File: src/rtl/uqd_pkg.sv
// shared types, constants and hex digit function of the url query decoder
package uqd_pkg;

	// parser phase
	typedef enum logic [2:0] {
		PH_PATH,
		PH_NAME,
		PH_VALUE,
		PH_ESC1,
		PH_ESC2,
		PH_SKIP
	} phase_t;

	// field kind codes
	localparam logic [1:0] KIND_PATH  = 2'd0;
	localparam logic [1:0] KIND_NAME  = 2'd1;
	localparam logic [1:0] KIND_VALUE = 2'd2;

	// delimiter bytes
	localparam logic [7:0] CH_SPACE   = 8'h20;
	localparam logic [7:0] CH_QUEST   = 8'h3F;
	localparam logic [7:0] CH_EQUAL   = 8'h3D;
	localparam logic [7:0] CH_AMP     = 8'h26;
	localparam logic [7:0] CH_PLUS    = 8'h2B;
	localparam logic [7:0] CH_PERCENT = 8'h25;
	localparam logic [7:0] CH_ZERO    = 8'h30;
	localparam logic [7:0] CH_NINE    = 8'h39;
	localparam logic [7:0] CH_UP_A    = 8'h41;
	localparam logic [7:0] CH_UP_F    = 8'h46;
	localparam logic [7:0] CH_LO_A    = 8'h61;
	localparam logic [7:0] CH_LO_F    = 8'h66;
	localparam logic [7:0] HEX_TEN    = 8'd10;

	// one decoded result word
	typedef struct packed {
		logic [1:0] kind;
		logic       has_char;
		logic [7:0] decoded_char;
		logic       field_end;
		logic       param_end;
		logic       url_end;
	} result_t;

	// parser state carried between bytes
	typedef struct packed {
		phase_t     phase;
		logic [3:0] high_nibble;
	} state_t;

	// value of one escape digit; non-hex bytes wrap as byte minus '0'
	function automatic logic [7:0] hex_value(input logic [7:0] b);
		logic [7:0] v;
		if (b >= CH_ZERO && b <= CH_NINE) begin
			v = b - CH_ZERO;
		end else if (b >= CH_UP_A && b <= CH_UP_F) begin
			v = b - CH_UP_A + HEX_TEN;
		end else if (b >= CH_LO_A && b <= CH_LO_F) begin
			v = b - CH_LO_A + HEX_TEN;
		end else begin
			v = b - CH_ZERO;
		end
		return v;
	endfunction

endpackage

File: src/rtl/uqd_step.sv
// next-state and result logic for one url byte
module uqd_step (
	input  uqd_pkg::state_t  cur,
	input  logic [7:0]       url_byte,
	input  logic             is_last,
	output uqd_pkg::state_t  nxt,
	output uqd_pkg::result_t res,
	output logic             emit
);

	uqd_pkg::phase_t post;
	logic [7:0]      hv;
	logic [3:0]      nib;

	assign hv = uqd_pkg::hex_value(url_byte);

	// per-phase decode, then closing rules for the last byte
	always_comb begin
		res          = '0;
		emit         = 1'b1;
		post         = cur.phase;
		nib          = cur.high_nibble;
		res.url_end  = is_last;
		case (cur.phase)
			uqd_pkg::PH_PATH: begin
				res.kind = uqd_pkg::KIND_PATH;
				if (url_byte == uqd_pkg::CH_SPACE) begin
					res.field_end = 1'b1;
					post = uqd_pkg::PH_SKIP;
				end else if (url_byte == uqd_pkg::CH_QUEST) begin
					res.field_end = 1'b1;
					post = uqd_pkg::PH_NAME;
				end else begin
					res.has_char = 1'b1;
					res.decoded_char = url_byte;
				end
			end
			uqd_pkg::PH_NAME: begin
				res.kind = uqd_pkg::KIND_NAME;
				if (url_byte == uqd_pkg::CH_SPACE) begin
					res.field_end = 1'b1;
					res.param_end = 1'b1;
					post = uqd_pkg::PH_SKIP;
				end else if (url_byte == uqd_pkg::CH_EQUAL) begin
					res.field_end = 1'b1;
					post = uqd_pkg::PH_VALUE;
				end else if (url_byte == uqd_pkg::CH_AMP) begin
					res.field_end = 1'b1;
					res.param_end = 1'b1;
				end else begin
					res.has_char = 1'b1;
					res.decoded_char = url_byte;
				end
			end
			uqd_pkg::PH_VALUE: begin
				res.kind = uqd_pkg::KIND_VALUE;
				if (url_byte == uqd_pkg::CH_SPACE) begin
					res.field_end = 1'b1;
					res.param_end = 1'b1;
					post = uqd_pkg::PH_SKIP;
				end else if (url_byte == uqd_pkg::CH_AMP) begin
					res.field_end = 1'b1;
					res.param_end = 1'b1;
					post = uqd_pkg::PH_NAME;
				end else if (url_byte == uqd_pkg::CH_PLUS) begin
					res.has_char = 1'b1;
					res.decoded_char = uqd_pkg::CH_SPACE;
				end else if (url_byte == uqd_pkg::CH_PERCENT) begin
					emit = 1'b0;
					post = uqd_pkg::PH_ESC1;
				end else begin
					res.has_char = 1'b1;
					res.decoded_char = url_byte;
				end
			end
			uqd_pkg::PH_ESC1: begin
				res.kind = uqd_pkg::KIND_VALUE;
				emit = 1'b0;
				post = uqd_pkg::PH_ESC2;
				nib = hv[3:0];
			end
			uqd_pkg::PH_ESC2: begin
				res.kind = uqd_pkg::KIND_VALUE;
				res.has_char = 1'b1;
				res.decoded_char = {cur.high_nibble, 4'h0} + hv;
				post = uqd_pkg::PH_VALUE;
			end
			default: begin
				emit = 1'b0;
				post = uqd_pkg::PH_SKIP;
			end
		endcase

		// last byte closes the open field and restarts the parser
		if (is_last) begin
			emit = 1'b1;
			case (post)
				uqd_pkg::PH_PATH: res.field_end = 1'b1;
				uqd_pkg::PH_NAME: begin
					if (res.kind == uqd_pkg::KIND_NAME && res.has_char) begin
						res.field_end = 1'b1;
						res.param_end = 1'b1;
					end
				end
				uqd_pkg::PH_VALUE, uqd_pkg::PH_ESC1, uqd_pkg::PH_ESC2: begin
					if (res.kind == uqd_pkg::KIND_NAME) begin
						res.param_end = 1'b1;
					end else begin
						res.kind = uqd_pkg::KIND_VALUE;
						res.field_end = 1'b1;
						res.param_end = 1'b1;
					end
				end
				default: ;
			endcase
			nxt.phase       = uqd_pkg::PH_PATH;
			nxt.high_nibble = 4'h0;
		end else begin
			nxt.phase       = post;
			nxt.high_nibble = nib;
		end
	end

endmodule

File: src/rtl/url_query_decoder_top.sv
// top level of the streaming url query decoder
// Takes one url byte per cycle while in_ready is high and returns at most one tagged
// result word per byte, marking path, parameter name and parameter value characters
// with percent and plus decoding applied. A byte is captured in an input register
// and decoded by shallow logic into a result register, so throughput is one byte per
// clock while the output is not stalled. The parser state advances as each byte
// moves from the input register to the result register; a full result register
// that is not taken holds the input register, which in turn drops in_ready.
// Bytes that produce no result ('%', the first escape digit, bytes after a space)
// pass through without occupying the result register.
module url_query_decoder_top (
	input  logic       clk,
	input  logic       arst_n,
	input  logic       in_valid,
	output logic       in_ready,
	input  logic [7:0] url_byte,
	input  logic       is_last,
	output logic       out_valid,
	input  logic       out_ready,
	output logic [1:0] kind,
	output logic       has_char,
	output logic [7:0] decoded_char,
	output logic       field_end,
	output logic       param_end,
	output logic       url_end
);

	logic             valid_s1;
	logic [7:0]       byte_s1;
	logic             last_s1;
	uqd_pkg::state_t  state_q;
	uqd_pkg::state_t  state_nxt;
	uqd_pkg::result_t res_nxt;
	uqd_pkg::result_t res_q;
	logic             res_valid_q;
	logic             emit;
	logic             out_free;
	logic             advance;

	// handshake control
	assign out_free = !res_valid_q || out_ready;
	assign advance  = valid_s1 && out_free;
	assign in_ready = !valid_s1 || out_free;

	// input register
	always_ff @(posedge clk or negedge arst_n) begin
		if (!arst_n) begin
			valid_s1 <= 1'b0;
		end else if (in_ready) begin
			valid_s1 <= in_valid;
		end
	end

	always_ff @(posedge clk) begin
		if (in_ready && in_valid) begin
			byte_s1 <= url_byte;
			last_s1 <= is_last;
		end
	end

	// decode of the held byte
	uqd_step u_step (
		.cur      (state_q),
		.url_byte (byte_s1),
		.is_last  (last_s1),
		.nxt      (state_nxt),
		.res      (res_nxt),
		.emit     (emit)
	);

	// parser state
	always_ff @(posedge clk or negedge arst_n) begin
		if (!arst_n) begin
			state_q.phase       <= uqd_pkg::PH_PATH;
			state_q.high_nibble <= 4'h0;
		end else if (advance) begin
			state_q <= state_nxt;
		end
	end

	// result register
	always_ff @(posedge clk or negedge arst_n) begin
		if (!arst_n) begin
			res_valid_q <= 1'b0;
		end else if (advance) begin
			res_valid_q <= emit;
		end else if (out_ready) begin
			res_valid_q <= 1'b0;
		end
	end

	always_ff @(posedge clk) begin
		if (advance && emit) begin
			res_q <= res_nxt;
		end
	end

	// output word
	assign out_valid    = res_valid_q;
	assign kind         = res_q.kind;
	assign has_char     = res_q.has_char;
	assign decoded_char = res_q.decoded_char;
	assign field_end    = res_q.field_end;
	assign param_end    = res_q.param_end;
	assign url_end      = res_q.url_end;

endmodule

File: config.mk
export PLATFORM = sky130hd
export DESIGN_NAME = url_query_decoder_top
export DESIGN_NICKNAME = d
export VERILOG_FILES = /design/src/rtl/uqd_pkg.sv /design/src/rtl/uqd_step.sv /design/src/rtl/url_query_decoder_top.sv
export SDC_FILE = /design/constraint.sdc
export NUM_CORES = 1
export LEC_CHECK = 0
export ABC_AREA = 0
export BUFFER_PORTS_ARGS = -buffer_cell sky130_fd_sc_hd__buf_2
export CAP_MARGIN = 20
export CORE_MARGIN = 1
export CORE_UTILIZATION = 55
export CTS_CLUSTER_SIZE = 14
export DETAILED_ROUTE_END_ITERATION = 7
export MAX_ROUTING_LAYER = met4
export PLACE_DENSITY = 0.81
export SKIP_LAST_GASP = 1
export SLEW_MARGIN = 40
export SYNTH_ARGS = -nofsm -noshare
export SYNTH_HDL_FRONTEND = slang
export SYNTH_SLANG_ARGS = --single-unit
File: constraint.sdc
create_clock -name clk -period 4.4 [get_ports clk]
set_input_delay 0.88 -clock clk [delete_from_list [all_inputs] [get_ports clk]]
set_output_delay 0.88 -clock clk [all_outputs]
set_load 0.05 [all_outputs]
==> key figures <==
Run status
  – Status: finished, final reports clean

Route
  – Post-Route WL: 4410 microns
  – DR vias: 1743
  – DRC: 0
  – Drt wl/cell: 15.3 microns
  – Via density: 6.05
  – DR pass1 iterations: 4
  – 1st-iter DRT viols: 89
  – DRT antenna net count: 0

Critical path
  – R2R depth: 14
  – Worst path most repeated cell: ha_1
  – Slowest cell delay on critical path: 520 ps
  – CP Capture Type: flop
  – CP max stage cell: edfxtp_1
  – Startpoint types: flop
  – Worst R2R Start: byte_s1[1]
  – WS Path Type: flop to flop
  – FF-to-FF setup slack: 450 ps
  – Req. time, crit path: 4440 ps
  – CP Data Arrival Time: 3980 ps
  – Worst flop-to-flop path endpoint: decoded_char[7]
  – CP max FO: 9
  – Worst-path cell chain: inv_1 -> ha_1 -> or4b_4 -> a32o_2 -> nand2_2 -> mux2i_1 -> mux2_1 -> o21ai_1 -> ha_1 -> a21oi_1 -> xor2_1 -> and2_1 -> o31ai_1 -> a211o_1

GRT
  – Tot GR Track Use: 0.249
  – Gr ovfl total: 0
  – Antenna violations before repair: 0
  – First-pass GRT wire length: 7530 microns
  – Largest net degree at the start of global routing: 19
  – Number of global-route vias before repair: 1668

STA
  – Clk_skew: 8.55 ps
  – RSZ-0062 raised after global routing: no
  – Final Max Tran Viols: 0
  – Fin. Hold Viols: 0
  – Max-slew headroom: 0.673
  – Final worst setup slack: 454 ps
  – Period utilization: 0.897
  – Final setup viols: 0
  – Worst-Margin Slew: 489 ps
  – Fmax: 253 MHz
  – Fin Setup TNS: 0 ps
  – Minimum clock period: 3950 ps

Logic synthesis
  – Main synth FF type: edfxtp_1
  – Sequential area share after synthesis: 0.432
  – Yosys Warn Count: 0
  – Synth cell types: 60
  – Number of synthesized flops with an enable pin: 23
  – Yosys reg bits: 32
  – Post-Syn Area: 0.00212 sq mm
  – Area leader, netlist: edfxtp_1
  – Synth Area per Inst: 10.0 sq um
  – Syn Nets: 236
  – Share of the synthesized area in the top cell type: 0.326
  – Async S/R FF share, synth: 0.281
  – Syn Inst Count: 211
  – Largest cells by area after synthesis: edfxtp_1 (33%), dfrtp_1 (11%), ha_1 (6.5%), a21oi_1 (4.3%), nand2_1 (3.5%)

Power and ir drop
  – Pwr dens: 310 mW/mm^2
  – Leakage: 1.03 nW
  – Peak supply drop: 280 uV

CTS
  – Number of buffers created by CTS: 5
  – CTS sink cnt: 32
  – # resized after CTS: 0
  – H-tree lvl count: 2
  – Clock tree buffer depth: 2
  – CTS tree: yes
  – Worst-Skew Late Latency: 290 ps
  – Post-cts hold buffer count: 0
  – CTS clock-pin slew for the worst setup and hold paths: 70 ps
  – Postcts setup bufs: 0
  – CTS root buffer: clkbuf_8

Placement
  – Post-DP HPWL: 3300 microns
  – Worst slack at placement: 488 ps
  – Final GP Congestion: 0.927
  – # port buffers: 28

Floorplan
  – I/O pin cnt: 29
  – Core area: 0.00369 sq mm
  – Die X-Extent: 64.1 microns
  – Die height: 64.1 microns
  – Die area: 0.00411 sq mm
  – Initial Util: 0.575
  – # rows: 22

Job
  – Max_cap viols: 0

Worst hold path
  – Worst hold path class: primary input to asynchronous set/reset pin

Layout
  – N_diodes: 0
  – P&R area growth vs syn: 12.1%
  – Most common cell after layout, fill and taps aside: buf_2
  – Layout cells sized above 1: 0.208
  – Most frequent cells in the layout: buf_2 (28), edfxtp_1 (23), nand2_1 (20), a21oi_1 (18), nor2_1 (13)
  – Filler cells: 317
  – Final nets: 264
[how the worst max path moves through the flow]
stage	start	to	slack [ps]
after floorplan	byte_s1[1]	decoded_char[7]	770
after global placement	byte_s1[1]	decoded_char[7]	600
after detailed placement	byte_s1[1]	decoded_char[7]	490
after CTS	byte_s1[1]	decoded_char[7]	470
after global routing	byte_s1[1]	decoded_char[7]	250
final	byte_s1[1]	decoded_char[7]	450
[final cells by class]
| cell class | instances | area [sq um] | area share |
|---|---|---|---|
| Multi-Input combinational cell | 162 | 1120 | 0.471 |
| Sequential cell | 32 | 916 | 0.385 |
| Timing Repair Buffer | 31 | 163 | 0.0685 |
| Clock buffer | 6 | 82.6 | 0.0348 |
| Tap cell | 48 | 60.1 | 0.0253 |
| Inverter | 7 | 26.3 | 0.0111 |
| Clock inverter | 2 | 10.0 | 0.00421 |
[flip-flops by register name, summed over array words and instances (netlist names)]
name and count:
param_end 1, url_end 1, byte_s1 8, kind 2
field_end 1, has_char 1, state_q 7, decoded_char 8
valid_s1 1, out_valid 1, last_s1 1
[per-layer routing]
layer,GRT usage,part of all wire
met5,-,0
met1,0.318,0.45
met4,0.136,0.037
met2,0.371,0.45
met3,0.0482,0.067
[synthesized netlist by cell type, drive strengths merged, types with 4 or more instances]
cell	number
clkbuf	5
nand3	5
and2	7
dfrtp	9
buf	5
edfxtp	23
nor2	13
nand2b	4
a21oi	18
nand2	22
o21ai	17
xnor2	4
inv	7
ha	11
[metrics by stage]
stage	utilization	total power [mW]	cell area (sq um)	hold slack, ps	std cells
global route	0.644	0.770	2380	436	288
floorplan	-	0.474	2120	442	211
finish	0.644	0.736	2380	424	288
CTS	0.644	0.740	2380	433	288
global placement	0.619	0.509	2280	510	280
detailed placement	0.619	0.511	2280	516	280
[power breakdown]
| part | internal (mW) | total, mW | switching, mW |
|---|---|---|---|
| logic | 0.0443 | 0.143 | 0.0992 |
| registers | 0.348 | 0.363 | 0.0154 |
| clock network | 0.124 | 0.230 | 0.105 |
| total | 0.516 | 0.736 | 0.220 |
[kinds of logic after synthesis]
logic type	Yosys count	synth area share
DFF	32	0.432
buffers and inverters	17	0.0401
and+or+nand+nor	70	0.185
AOI/OAI and AO/OA	70	0.224
xor gates and xnor gates	6	0.0248
muxes	4	0.0195
adders and majority gates	12	0.0744
[critical path, delay by kind of cell, from the launching register on]
family / cells / cell delay (ps)
XOR/XNOR: 1 / 290
AO/OA/AOI/OAI: 5 / 860
adder cells (fa/ha/maj): 2 / 520
AND/OR/NAND/NOR: 3 / 830
multiplexers: 2 / 560
flip-flops: 1 / 520
buffers and inverters: 1 / 140
Note: power is estimated with default switching activity, not from simulation.
